[src/hdl/ascon_pkg.sv]
package ascon_pkg;

    localparam int KEY_W        = 64;
    localparam int CFG_IDX_W    = 1;
    localparam int INIT_ROUNDS  = 12;
    localparam int BLOCK_ROUNDS = 6;
    localparam int ROUND_W      = 4;
    localparam logic [63:0] ASCON_IV = 64'h80400c0600000000;

    localparam logic [1:0] OP_START = 2'd0;
    localparam logic [1:0] OP_AD    = 2'd1;
    localparam logic [1:0] OP_MSG   = 2'd2;

    localparam logic [1:0] ST_CIPHER = 2'd0;
    localparam logic [1:0] ST_TAG    = 2'd1;
    localparam logic [1:0] ST_SEQERR = 2'd2;

    localparam logic [CFG_IDX_W-1:0] REG_KEY_HIGH = 1'd0;
    localparam logic [CFG_IDX_W-1:0] REG_KEY_LOW  = 1'd1;

    typedef enum logic [1:0] {
        PH_IDLE,
        PH_READY,
        PH_AD_OPEN,
        PH_MSG
    } phase_t;

    // work kinds handed from front to back
    typedef enum logic [2:0] {
        CMD_START,
        CMD_AD_EMPTY,
        CMD_AD,
        CMD_MSG,
        CMD_SEQERR
    } cmd_kind_t;

    typedef enum logic [1:0] {
        BK_IDLE,
        BK_RUN,
        BK_FINAL
    } back_state_t;

    typedef struct packed {
        logic [1:0]  op;
        logic [63:0] nonce_high;
        logic [63:0] nonce_low;
        logic [63:0] block;
        logic [3:0]  byte_count;
    } in_item_t;

    typedef struct packed {
        logic [1:0]  status;
        logic [63:0] cipher_block;
        logic [3:0]  cipher_count;
        logic [63:0] tag_high;
        logic [63:0] tag_low;
    } out_item_t;

    typedef struct packed {
        cmd_kind_t   kind;
        logic        dsep;
        logic        last;
        logic [63:0] nonce_high;
        logic [63:0] nonce_low;
        logic [63:0] block;
        logic [3:0]  count;
    } cmd_t;

    typedef logic [4:0][63:0] state_t;

    function automatic logic [63:0] rotr(input logic [63:0] v, input int n);
        rotr = (v >> n) | (v << (64 - n));
    endfunction

    function automatic logic [63:0] byte_mask(input logic [3:0] n);
        logic [63:0] m;
        m = '0;
        for (int i = 0; i < 8; i++) begin
            if (i < int'(n)) begin
                m[63-8*i -: 8] = 8'hff;
            end
        end
        byte_mask = m;
    endfunction

    function automatic logic [63:0] pad_block(input logic [63:0] b, input logic [3:0] n);
        logic [63:0] r;
        r = b & byte_mask(n);
        for (int i = 0; i < 8; i++) begin
            if (i == int'(n)) begin
                r[63-8*i -: 8] = 8'h80;
            end
        end
        pad_block = r;
    endfunction

    function automatic state_t ascon_round(input state_t s, input logic [ROUND_W-1:0] i);
        logic [63:0] x0, x1, x2, x3, x4, t0, t1, t2, t3, t4;
        state_t r;
        x0 = s[0]; x1 = s[1]; x3 = s[3]; x4 = s[4];
        x2 = s[2] ^ {56'd0, 4'hf - i, i};
        x0 ^= x4; x4 ^= x3; x2 ^= x1;
        t0 = ~x0 & x1; t1 = ~x1 & x2; t2 = ~x2 & x3; t3 = ~x3 & x4; t4 = ~x4 & x0;
        x0 ^= t1; x1 ^= t2; x2 ^= t3; x3 ^= t4; x4 ^= t0;
        x1 ^= x0; x0 ^= x4; x3 ^= x2; x2 = ~x2;
        r[0] = x0 ^ rotr(x0, 19) ^ rotr(x0, 28);
        r[1] = x1 ^ rotr(x1, 61) ^ rotr(x1, 39);
        r[2] = x2 ^ rotr(x2, 1) ^ rotr(x2, 6);
        r[3] = x3 ^ rotr(x3, 10) ^ rotr(x3, 17);
        r[4] = x4 ^ rotr(x4, 7) ^ rotr(x4, 41);
        ascon_round = r;
    endfunction

endpackage

[src/hdl/ascon_front.sv]
module ascon_front
    import ascon_pkg::*;
(
    input  logic     clk,
    input  logic     rst_n,
    input  logic     in_valid,
    output logic     in_stall,
    input  in_item_t in_data,
    output logic     cmd_valid,
    input  logic     cmd_stall,
    output cmd_t     cmd
);

    phase_t     phase_reg, phase_next;
    logic       full_reg, full_next;
    cmd_t       cmd_reg, cmd_next;
    logic [3:0] n;
    logic       take;

    assign in_stall  = full_reg;
    assign take      = in_valid && !full_reg;
    assign cmd_valid = full_reg;
    assign cmd       = cmd_reg;
    assign n         = (in_data.byte_count > 4'd8) ? 4'd8 : in_data.byte_count;

    always_comb
    begin
        phase_next = phase_reg;
        full_next  = full_reg;
        cmd_next   = cmd_reg;
        if (full_reg && !cmd_stall) begin
            full_next = 1'b0;
        end
        if (take) begin
            full_next           = 1'b1;
            cmd_next.nonce_high = in_data.nonce_high;
            cmd_next.nonce_low  = in_data.nonce_low;
            cmd_next.block      = in_data.block;
            cmd_next.count      = n;
            cmd_next.dsep       = 1'b0;
            cmd_next.last       = (n != 4'd8);
            cmd_next.kind       = CMD_SEQERR;
            if (in_data.op == OP_START) begin
                cmd_next.kind = CMD_START;
                phase_next    = PH_READY;
            end else if (in_data.op == OP_AD &&
                         (phase_reg == PH_READY || phase_reg == PH_AD_OPEN)) begin
                if (phase_reg == PH_READY && n == 4'd0) begin
                    cmd_next.kind = CMD_AD_EMPTY;
                end else begin
                    cmd_next.kind = CMD_AD;
                end
                phase_next = (n == 4'd8) ? PH_AD_OPEN : PH_MSG;
            end else if (in_data.op == OP_MSG &&
                         (phase_reg == PH_READY || phase_reg == PH_MSG)) begin
                cmd_next.kind = CMD_MSG;
                cmd_next.dsep = (phase_reg == PH_READY);
                phase_next    = (n == 4'd8) ? PH_MSG : PH_IDLE;
            end
        end
    end

    always_ff @(posedge clk or negedge rst_n)
    begin
        if (!rst_n) begin
            phase_reg <= PH_IDLE;
            full_reg  <= 1'b0;
        end else begin
            phase_reg <= phase_next;
            full_reg  <= full_next;
        end
    end

    always_ff @(posedge clk)
    begin
        cmd_reg <= cmd_next;
    end

endmodule

[src/hdl/ascon_back.sv]
module ascon_back
    import ascon_pkg::*;
#(
    parameter int INIT_R  = INIT_ROUNDS,
    parameter int BLOCK_R = BLOCK_ROUNDS
)
(
    input  logic        clk,
    input  logic        rst_n,
    input  logic [63:0] key_high,
    input  logic [63:0] key_low,
    input  logic        cmd_valid,
    output logic        cmd_stall,
    input  cmd_t        cmd,
    output logic        out_valid,
    input  logic        out_stall,
    output out_item_t   out_data
);

    back_state_t         st_reg, st_next;
    state_t              s_reg, s_next;
    logic [ROUND_W-1:0]  rnd_reg, rnd_next;
    logic                fin_reg, fin_next;
    logic                ov_reg, ov_next;
    out_item_t           o_reg, o_next;
    logic [63:0]         x0;
    logic                take;

    localparam logic [ROUND_W-1:0] INIT_FIRST  = ROUND_W'(12 - INIT_R);
    localparam logic [ROUND_W-1:0] BLOCK_FIRST = ROUND_W'(12 - BLOCK_R);
    localparam logic [ROUND_W-1:0] LAST_RND    = ROUND_W'(11);

    assign cmd_stall = (st_reg != BK_IDLE) || ov_reg;
    assign take      = cmd_valid && !cmd_stall;
    assign out_valid = ov_reg;
    assign out_data  = o_reg;

    always_comb
    begin
        st_next  = st_reg;
        s_next   = s_reg;
        rnd_next = rnd_reg;
        fin_next = fin_reg;
        ov_next  = ov_reg;
        o_next   = o_reg;
        x0       = s_reg[0] ^ pad_block(cmd.block, cmd.count);
        if (ov_reg && !out_stall) begin
            ov_next = 1'b0;
        end
        unique case (st_reg)
            BK_IDLE:
            begin
                if (take) begin
                    fin_next = 1'b0;
                    unique case (cmd.kind)
                        CMD_START:
                        begin
                            s_next   = {cmd.nonce_low, cmd.nonce_high, key_low, key_high,
                                        ASCON_IV};
                            rnd_next = INIT_FIRST;
                            st_next  = BK_RUN;
                        end
                        CMD_AD_EMPTY:
                        begin
                            s_next[4] = s_reg[4] ^ 64'd1;
                        end
                        CMD_AD:
                        begin
                            s_next[0] = x0;
                            rnd_next  = BLOCK_FIRST;
                            fin_next  = cmd.last;
                            st_next   = BK_RUN;
                        end
                        CMD_MSG:
                        begin
                            s_next[0] = x0;
                            s_next[4] = s_reg[4] ^ {63'd0, cmd.dsep};
                            ov_next   = 1'b1;
                            o_next    = '0;
                            o_next.cipher_block = x0 & byte_mask(cmd.count);
                            o_next.cipher_count = cmd.count;
                            o_next.status       = ST_CIPHER;
                            if (cmd.last) begin
                                ov_next   = 1'b0;
                                s_next[1] = s_reg[1] ^ key_high;
                                s_next[2] = s_reg[2] ^ key_low;
                                rnd_next  = INIT_FIRST;
                                st_next   = BK_FINAL;
                            end else begin
                                rnd_next = BLOCK_FIRST;
                                st_next  = BK_RUN;
                            end
                        end
                        default:
                        begin
                            ov_next       = 1'b1;
                            o_next        = '0;
                            o_next.status = ST_SEQERR;
                        end
                    endcase
                end
            end
            BK_RUN:
            begin
                s_next   = ascon_round(s_reg, rnd_reg);
                rnd_next = rnd_reg + 1'b1;
                if (rnd_reg == LAST_RND) begin
                    st_next = BK_IDLE;
                    // start finishes with key fold, AD close with domain bit
                    if (fin_reg) begin
                        s_next[4] = s_next[4] ^ 64'd1;
                    end
                end
            end
            BK_FINAL:
            begin
                s_next   = ascon_round(s_reg, rnd_reg);
                rnd_next = rnd_reg + 1'b1;
                if (rnd_reg == LAST_RND) begin
                    st_next        = BK_IDLE;
                    s_next[3]      = s_next[3] ^ key_high;
                    s_next[4]      = s_next[4] ^ key_low;
                    ov_next        = 1'b1;
                    o_next.status  = ST_TAG;
                    o_next.tag_high = s_next[3];
                    o_next.tag_low  = s_next[4];
                end
            end
            default:
            begin
                st_next = BK_IDLE;
            end
        endcase
    end

    // key fold after init rounds
    logic start_run_reg;
    logic start_run_next;

    always_comb
    begin
        start_run_next = start_run_reg;
        if (st_reg == BK_IDLE && take) begin
            start_run_next = (cmd.kind == CMD_START);
        end
    end

    state_t s_fold;
    always_comb
    begin
        s_fold = s_next;
        if (st_reg == BK_RUN && rnd_reg == LAST_RND && start_run_reg) begin
            s_fold[3] = s_next[3] ^ key_high;
            s_fold[4] = s_next[4] ^ key_low;
        end
    end

    always_ff @(posedge clk or negedge rst_n)
    begin
        if (!rst_n) begin
            st_reg        <= BK_IDLE;
            ov_reg        <= 1'b0;
            s_reg         <= '0;
            fin_reg       <= 1'b0;
            start_run_reg <= 1'b0;
        end else begin
            st_reg        <= st_next;
            ov_reg        <= ov_next;
            s_reg         <= s_fold;
            fin_reg       <= fin_next;
            start_run_reg <= start_run_next;
        end
    end

    always_ff @(posedge clk)
    begin
        rnd_reg <= rnd_next;
        o_reg   <= o_next;
    end

endmodule

[src/hdl/ascon_aead_encrypt_core.sv]
// Ascon-128 AEAD encryption core.
// Input request channel (in_valid / in_stall / in_data): op selects start
// (nonce), associated-data block or message block; byte_count below 8 marks
// the final padded block of its kind. Out of order requests give status 2.
// Output channel (out_valid / out_stall / out_data): one result per message
// block (status 0) or final block with tag (status 1) or sequence error.
// Key is written through cfg_we / cfg_index / cfg_wdata; the user must
// write it only while idle, as the core does not enforce this. A front
// stage classifies requests and holds one in a queue slot; the back stage
// runs one permutation round per cycle. Start runs INIT_R rounds, a full
// AD or message block BLOCK_R, the final message block INIT_R before its
// tag result; an empty AD close runs none; blocks never overlap.
// Reset clears state words, phase and all handshake state.
// A stalled result holds in the output register and blocks new commands.
module ascon_aead_encrypt_core
    import ascon_pkg::*;
#(
    parameter int INIT_R  = INIT_ROUNDS,
    parameter int BLOCK_R = BLOCK_ROUNDS
)
(
    input  logic                 clk,
    input  logic                 rst_n,
    input  logic                 cfg_we,
    input  logic [CFG_IDX_W-1:0] cfg_index,
    input  logic [KEY_W-1:0]     cfg_wdata,
    input  logic                 in_valid,
    output logic                 in_stall,
    input  in_item_t             in_data,
    output logic                 out_valid,
    input  logic                 out_stall,
    output out_item_t            out_data
);

    logic [63:0] key_high_reg, key_low_reg;
    logic        cmd_valid, cmd_stall;
    cmd_t        cmd;

    always_ff @(posedge clk or negedge rst_n)
    begin
        if (!rst_n) begin
            key_high_reg <= '0;
            key_low_reg  <= '0;
        end else if (cfg_we) begin
            unique case (cfg_index)
                REG_KEY_HIGH: key_high_reg <= cfg_wdata;
                REG_KEY_LOW:  key_low_reg  <= cfg_wdata;
                default:      key_low_reg  <= key_low_reg;
            endcase
        end
    end

    ascon_front u_front (
        .clk       (clk),
        .rst_n     (rst_n),
        .in_valid  (in_valid),
        .in_stall  (in_stall),
        .in_data   (in_data),
        .cmd_valid (cmd_valid),
        .cmd_stall (cmd_stall),
        .cmd       (cmd)
    );

    ascon_back #(
        .INIT_R  (INIT_R),
        .BLOCK_R (BLOCK_R)
    ) u_back (
        .clk       (clk),
        .rst_n     (rst_n),
        .key_high  (key_high_reg),
        .key_low   (key_low_reg),
        .cmd_valid (cmd_valid),
        .cmd_stall (cmd_stall),
        .cmd       (cmd),
        .out_valid (out_valid),
        .out_stall (out_stall),
        .out_data  (out_data)
    );

endmodule
[config.mk]
export PLATFORM = sky130hd
export DESIGN_NAME = ascon_aead_encrypt_core
export DESIGN_NICKNAME = d
export VERILOG_FILES = /design/src/hdl/ascon_pkg.sv /design/src/hdl/ascon_front.sv /design/src/hdl/ascon_back.sv /design/src/hdl/ascon_aead_encrypt_core.sv
export SDC_FILE = /design/constraint.sdc
export NUM_CORES = 2
export LEC_CHECK = 0
export ABC_AREA = 0
export BUFFER_PORTS_ARGS = -buffer_cell sky130_fd_sc_hd__buf_2
export CORE_MARGIN = 1.5
export CORE_UTILIZATION = 45
export DETAILED_ROUTE_END_ITERATION = 16
export PLACE_DENSITY = 0.7
export RECOVER_POWER = 25
export SETUP_SLACK_MARGIN = 0.02
export SLEW_MARGIN = 20
export SYNTH_ARGS = -nofsm -noshare
export SYNTH_HDL_FRONTEND = slang
export SYNTH_SLANG_ARGS = --single-unit
[constraint.sdc]
create_clock -name clk -period 15.19 [get_ports clk]
set_input_delay 2.2785 -clock clk [delete_from_list [all_inputs] [get_ports clk]]
set_output_delay 2.2785 -clock clk [all_outputs]
set_load 0.005 [all_outputs]
== Word level (Yosys, flattened, before mapping) ==
Index checks and enable logic that the tools add are counted.
Storage, ports and cells
  input bits: 268
  bits in registers: 859
  output and inout bits: 200
Operators by class
  reductions and logical operators: 41
  bitwise logic cells: 58
  muxes and demuxes: 84
  $add $sub $neg: 2
  order comparisons: 9
  eq/ne operators: 29
Operators by type and width (number)
  64-bit bitwise XOR: 28
  320-bit case mux with 3 select lines: 1
  128-bit 2-to-1 mux: 4
  128-bit case mux with 2 select lines: 2
  64-bit AND: 7
  198-bit case mux with 2 select lines: 1
  64-bit inverter: 6
  320-bit 2-to-1 mux: 1
  8-bit 2-to-1 mux: 40
  198-bit 2-to-1 mux: 1
  64-bit case mux with 3 select lines: 1
  64-bit case mux with 2 select lines: 1
  64-bit 2-to-1 mux: 1
  23-bit by 64-bit OR with 64-bit output: 1
  25-bit by 64-bit OR with 64-bit output: 1
  3-bit by 64-bit OR with 64-bit output: 1
  36-bit by 64-bit OR with 64-bit output: 1
  45-bit by 64-bit OR with 64-bit output: 1
  47-bit by 64-bit OR with 64-bit output: 1
  54-bit by 64-bit OR with 64-bit output: 1
  57-bit by 64-bit OR with 64-bit output: 1
  58-bit by 64-bit OR with 64-bit output: 1
  63-bit by 64-bit OR with 64-bit output: 1
  64-bit by 1-bit bitwise XOR with 64-bit output: 1
  41 further kinds: 118

== Depth between registers and ports, before layout ==
  word-level depth: 13
  mapped depth: 13
  gate-level depth less buffers: 10

== Cells and area by module ==
Synthesis repeated with hierarchy kept, for this count alone.
Unflattened totals
  cells, all modules: 5912
  area total of the unflattened synthesis: 60554.3 µm²
By module, submodules not included
  ascon_back: sequential area each 14198.6 µm², times used 1, area each 49105.8 µm², cells each 5406
  ascon_front: sequential area each 6110.9 µm², times used 1, area each 6317.3 µm², cells each 235
  ascon_aead_encrypt_core: sequential area each 3203.1 µm², times used 1, area each 5131.2 µm², cells each 271

== Worst setup path after synthesis ==
No wires, ideal clock.
  path type: input port to flip-flop
  start: in in_valid
  end: reg u_front.phase_reg[0]
  data arrival time: 11964 ps
  slack: 3097 ps
  library setup time: 129 ps
  data required time: 15061 ps
  stages: 3
  cells stage by stage: nor2b_1 -> nand2_1 -> o22a_1
On the way
  cells in the longest elaborated chain, start to end: 2
Ends and longest elaborated chain
  from (decl): RTL line ascon_aead_encrypt_core.sv:27  | input logic in_valid,
  1-bit logical AND: RTL line ascon_front.sv:21  | assign take = in_valid && !full_reg;
  2-bit AND reduction (no source line)
  to (signal assigned): RTL line ascon_front.sv:69  | phase_reg <= phase_next;
  to (decl): RTL line ascon_front.sv:14  | phase_t phase_reg, phase_next;
No other way between the ends.
A chain may end at the register's enable or synchronous reset.

== Worst setup path in the final report ==
  start: reg u_back.st_reg[1]
  end: reg u_back.o_reg, in the netlist u_back.out_data[86], enable pin
On the way
  cells in the longest elaborated chain, start to end: 6
  elaborated cells between the ends (all ways): 11
Ends and longest elaborated chain
  from (decl): RTL line ascon_back.sv:20  | back_state_t st_reg, st_next;
  from (signal assigned): RTL line ascon_back.sv:167  | st_reg <= st_next;
  2-bit nonzero test: RTL line ascon_back.sv:33  | assign cmd_stall = (st_reg != BK_IDLE) || ov_reg;
  1-bit logical OR: RTL line ascon_back.sv:33
  1-bit logical NOT: RTL line ascon_back.sv:34  | assign take = cmd_valid && !cmd_stall;
  1-bit logical AND: RTL line ascon_back.sv:34
  2-bit by 1-bit inequality test with 1-bit output (no source line)
  4-bit AND reduction (no source line) (*)
  to (signal assigned): RTL line ascon_back.sv:178  | o_reg <= o_next;
  to (decl): RTL line ascon_back.sv:25  | out_item_t o_reg, o_next;
Mark *: on every way between the ends. The rest lies on a longest branch, timed or not.

==> summary by stage <==
Outcome
The run finished, with violations left. The final reports fail on capacitance limit, slew limit.

Floorplanning
The core region is 125000 sq um. The row count is 130. The number of I/O pins is 468.

Once the floorplan was initialized, standard cells occupied 45.3% of the core. The die outline height is about 360 um. The floorplan step defined a die boundary enclosing roughly 130000 sq um. The width of the chip is around 360 um.

Global route
The via count of the first global-routing pass is 41900. The number of antenna violations at the first check in global routing was 8. The first global-routing pass estimated roughly 320 mm of wire. The global routing usage on met3 is 8.73%. For this run the aggregate overflow at the end of global routing stands at 0. Global routing consumed, on the met1 layer, 46.9% of the routing resources. In the global route stage, overall resource usage came out at ~35%. In this run the most used layer during global routing was met2. Entering global routing, the biggest net connects between 100 and 150 pins. The global-route track usage on met2 is a little over half.

Clock network
The number of hold buffers added after CTS was 0. The quantity of gates resized following cts is 0. The number of clock buffers inserted by TritonCTS is between 90 and 100. TritonCTS built the clock tree. The maximum clock insertion buffer count is 3. The insertion delay of the later-clocked pin in the worst-skew pair is 760 ps.

After clock tree synthesis, the clock-pin slew on the worst setup and hold paths is ~70 ps. In this run the number of H-tree levels came out at 3. The tree is rooted in a sky130_fd_sc_hd__clkbuf_16.

The number of setup buffers added after CTS is 0. The total clock sinks is about 860.

Synth
The biggest area consumer among synthesized cells is sky130_fd_sc_hd__edfxtp_1. In the post-synthesis netlist, the biggest area contributors are sky130_fd_sc_hd__edfxtp_1 (21%), sky130_fd_sc_hd__dfrtp_1 (20%), sky130_fd_sc_hd__xnor2_1 (12%). Counting flops and latches in the post-synthesis netlist gives between 800 and 900.

Summing the sequential cell areas from Yosys gives between 40% and 50% of the chip area. The average cell area after synthesis is 11.1 sq um. Synthesis instantiated 64 different standard cells from the library. The most used flip-flop cell after synthesis is sky130_fd_sc_hd__dfrtp_1. The proportion of synthesized flip-flops having asynchronous set or reset is between 50% and 60%.

Synthesis produced between 5000 and 6000 cells. The mapped netlist covers between 50000 and 60000 sq um. The number of nets in the synthesized netlist is 5534.

The proportion of netlist area held by the largest area contributor is 21.3%. The count of warnings emitted by yosys is 0. The number of enable-type register cells in the synthesized netlist is 403.

Critical path
STA classifies the critical path startpoint as a flop. The worst setup path is captured at a flop. The arrival time at the worst endpoint is between 8000 and 9000 ps. The critical path class is reg2reg. The maximum fanout along the worst path is between 50 and 60. At the worst endpoint, the required time is ~16000 ps.

Timing
The max-slew violation count is approximately 270. At the pin with the least slew margin, the transition time is 5300 ps. The total negative slack is 0 ps.

The final hold slack is ~480 ps. In this run the tightest slew margin relative to its limit is -253%. The count of endpoints failing hold in the final timing report is 0. The final critical path takes up between 50% and 60% of the cycle. The final number of setup-violating endpoints is 0.

The final critical-path required period is 8540 ps. The maximum operating frequency is roughly 120 MHz. Setup repair after global routing left no endpoint under its margin.

The clock arrives with about 50 ps of skew.

Place
Input and output buffers added on the ports amount to roughly 470. Once detailed placement completed, the half-perimeter wirelength came to around 170 mm. The global placement routability congestion is around 1.0.

Worst hold path
The worst hold path class is reg2reg.

Detailed routing
The number of DRC violations after detailed routing is 0. The number of vias after detailed routing is roughly 44000. The detailed-route wire length per cell is approximately 32 um. Once detail routing completed, the nets flagged for antenna violations numbered 0. The first-pass detailed-route iteration total is 8. The average via count per standard cell is around 6.0. The overall routed net length is 231 mm. The count of routing violations after the opening detailed-route iteration is ~5400.

Cells and area
The area added between synthesis and finish is 13.1%. The register with the most flip-flops in the layout has 320 of them. After filler insertion, the fill cell instance count of the layout stands at approximately 11000.

The net count of the finished layout is ~5900. The share of post-route cells with drive strength above 1 is between 10% and 20%.

Job
The number of violations of the max-capacitance limit is 7.
==> synth_stat cells (128+ instances only) <==
master	count
sky130_fd_sc_hd__ha_1	136
sky130_fd_sc_hd__dfrtp_1	456
sky130_fd_sc_hd__xor2_1	520
sky130_fd_sc_hd__mux2i_1	144
sky130_fd_sc_hd__nor2_1	250
sky130_fd_sc_hd__mux2_2	177
sky130_fd_sc_hd__nand2_1	640
sky130_fd_sc_hd__a22o_1	128
sky130_fd_sc_hd__clkbuf_1	172
sky130_fd_sc_hd__o21ai_0	239
sky130_fd_sc_hd__xnor2_1	756
sky130_fd_sc_hd__edfxtp_1	403
sky130_fd_sc_hd__o22ai_1	135
sky130_fd_sc_hd__inv_1	199
==> layout make-up <==
type                    instances  area [sq um]  share of cell area (%)
clock inverters                76           923                    1.44
clock buffers                 111          2580                    4.02
flip-flops and latches        859         23500                    36.6
inverters                     202           766                    1.19
multi-input cells            3826         31500                    49.0
diodes                          3          7.51                  0.0117
well taps                    1650          2060                    3.21
repair buffers                541          2910                    4.52
==> final timing paths <==
path	from	to	slack, ps	cells after the start
max in group asynchronous	rst_n	u_back.s_reg[124]	7980	3
min	u_back.start_run_reg	u_back.start_run_reg	480	2
max	u_back.st_reg[1]	u_back.out_data[86]	6650	9
max reg2reg	u_back.st_reg[1]	u_back.out_data[86]	6650	9
min reg2reg	u_back.start_run_reg	u_back.start_run_reg	480	2
min in group asynchronous	rst_n	key_low_reg[11]	3480	1
==> routing by layer <==
layer / part of all wire, % / wire (um)
met5: 0.014 / 32
met3: 10 / 24200
met2: 43 / 99000
met1: 39 / 91100
met4: 7.2 / 16600
==> cells in the final DEF, fill, tap and decap left out, types with 39 or more instances in the layout <==
master	count
sky130_fd_sc_hd__dfrtp_1	456
sky130_fd_sc_hd__o21ai_0	239
sky130_fd_sc_hd__xor2_1	539
sky130_fd_sc_hd__xnor3_1	128
sky130_fd_sc_hd__ha_1	136
sky130_fd_sc_hd__mux2_2	177
sky130_fd_sc_hd__edfxtp_1	403
sky130_fd_sc_hd__nor2_1	246
sky130_fd_sc_hd__buf_2	437
sky130_fd_sc_hd__inv_1	197
sky130_fd_sc_hd__xor2_2	39
sky130_fd_sc_hd__a21oi_1	103
sky130_fd_sc_hd__a22o_1	128
sky130_fd_sc_hd__xnor2_1	759
sky130_fd_sc_hd__mux2i_1	144
sky130_fd_sc_hd__a32oi_1	45
sky130_fd_sc_hd__clkbuf_1	41
sky130_fd_sc_hd__xnor2_2	67
sky130_fd_sc_hd__nand2_1	640
sky130_fd_sc_hd__o22ai_1	135
sky130_fd_sc_hd__buf_4	64
sky130_fd_sc_hd__clkbuf_16	101
sky130_fd_sc_hd__o221ai_1	125
sky130_fd_sc_hd__maj3_1	55
==> worst max-delay path, cell delays in order (launching register included) <==
cell and delay [ps]:
sky130_fd_sc_hd__dfrtp_1 430, sky130_fd_sc_hd__inv_1 100, sky130_fd_sc_hd__ha_1 1440, sky130_fd_sc_hd__nand3b_1 2270, sky130_fd_sc_hd__nor2_4 1640, sky130_fd_sc_hd__a21oi_1 180
sky130_fd_sc_hd__a21oi_4 170, sky130_fd_sc_hd__buf_4 470, sky130_fd_sc_hd__buf_4 540, sky130_fd_sc_hd__buf_4 680
==> kinds of logic (layout without fill, tap and decap cells) <==
kind of cell | after synthesis | after routing | share of synthesized area, %
xor+xnor | 1550 | 1550 | 29.3
compound gates | 797 | 797 | 9.37
mux | 321 | 321 | 6.05
other cells | 0 | 3 | 0
simple gates | 959 | 959 | 6.69
flops | 859 | 859 | 41.4
buf+inv | 445 | 930 | 3.09
fa+ha+maj | 199 | 199 | 4.12
==> through the flow <==
stage                     worst slack, ps  std cells  cell area, sq um  utilization (%)
after global routing                 6400       7266             64200             51.2
after detailed placement             9660       7078             61000             48.7
final                                6650       7268             64200             51.2
after floorplan                      3100       5130             56800                -
after CTS                            9680       7265             64500             51.5
after global placement               9800       7078             61000             48.6
Power is left out: the tool's default activity adds up to more than one toggle a clock period on the data nets, which glitch-free logic cannot reach.
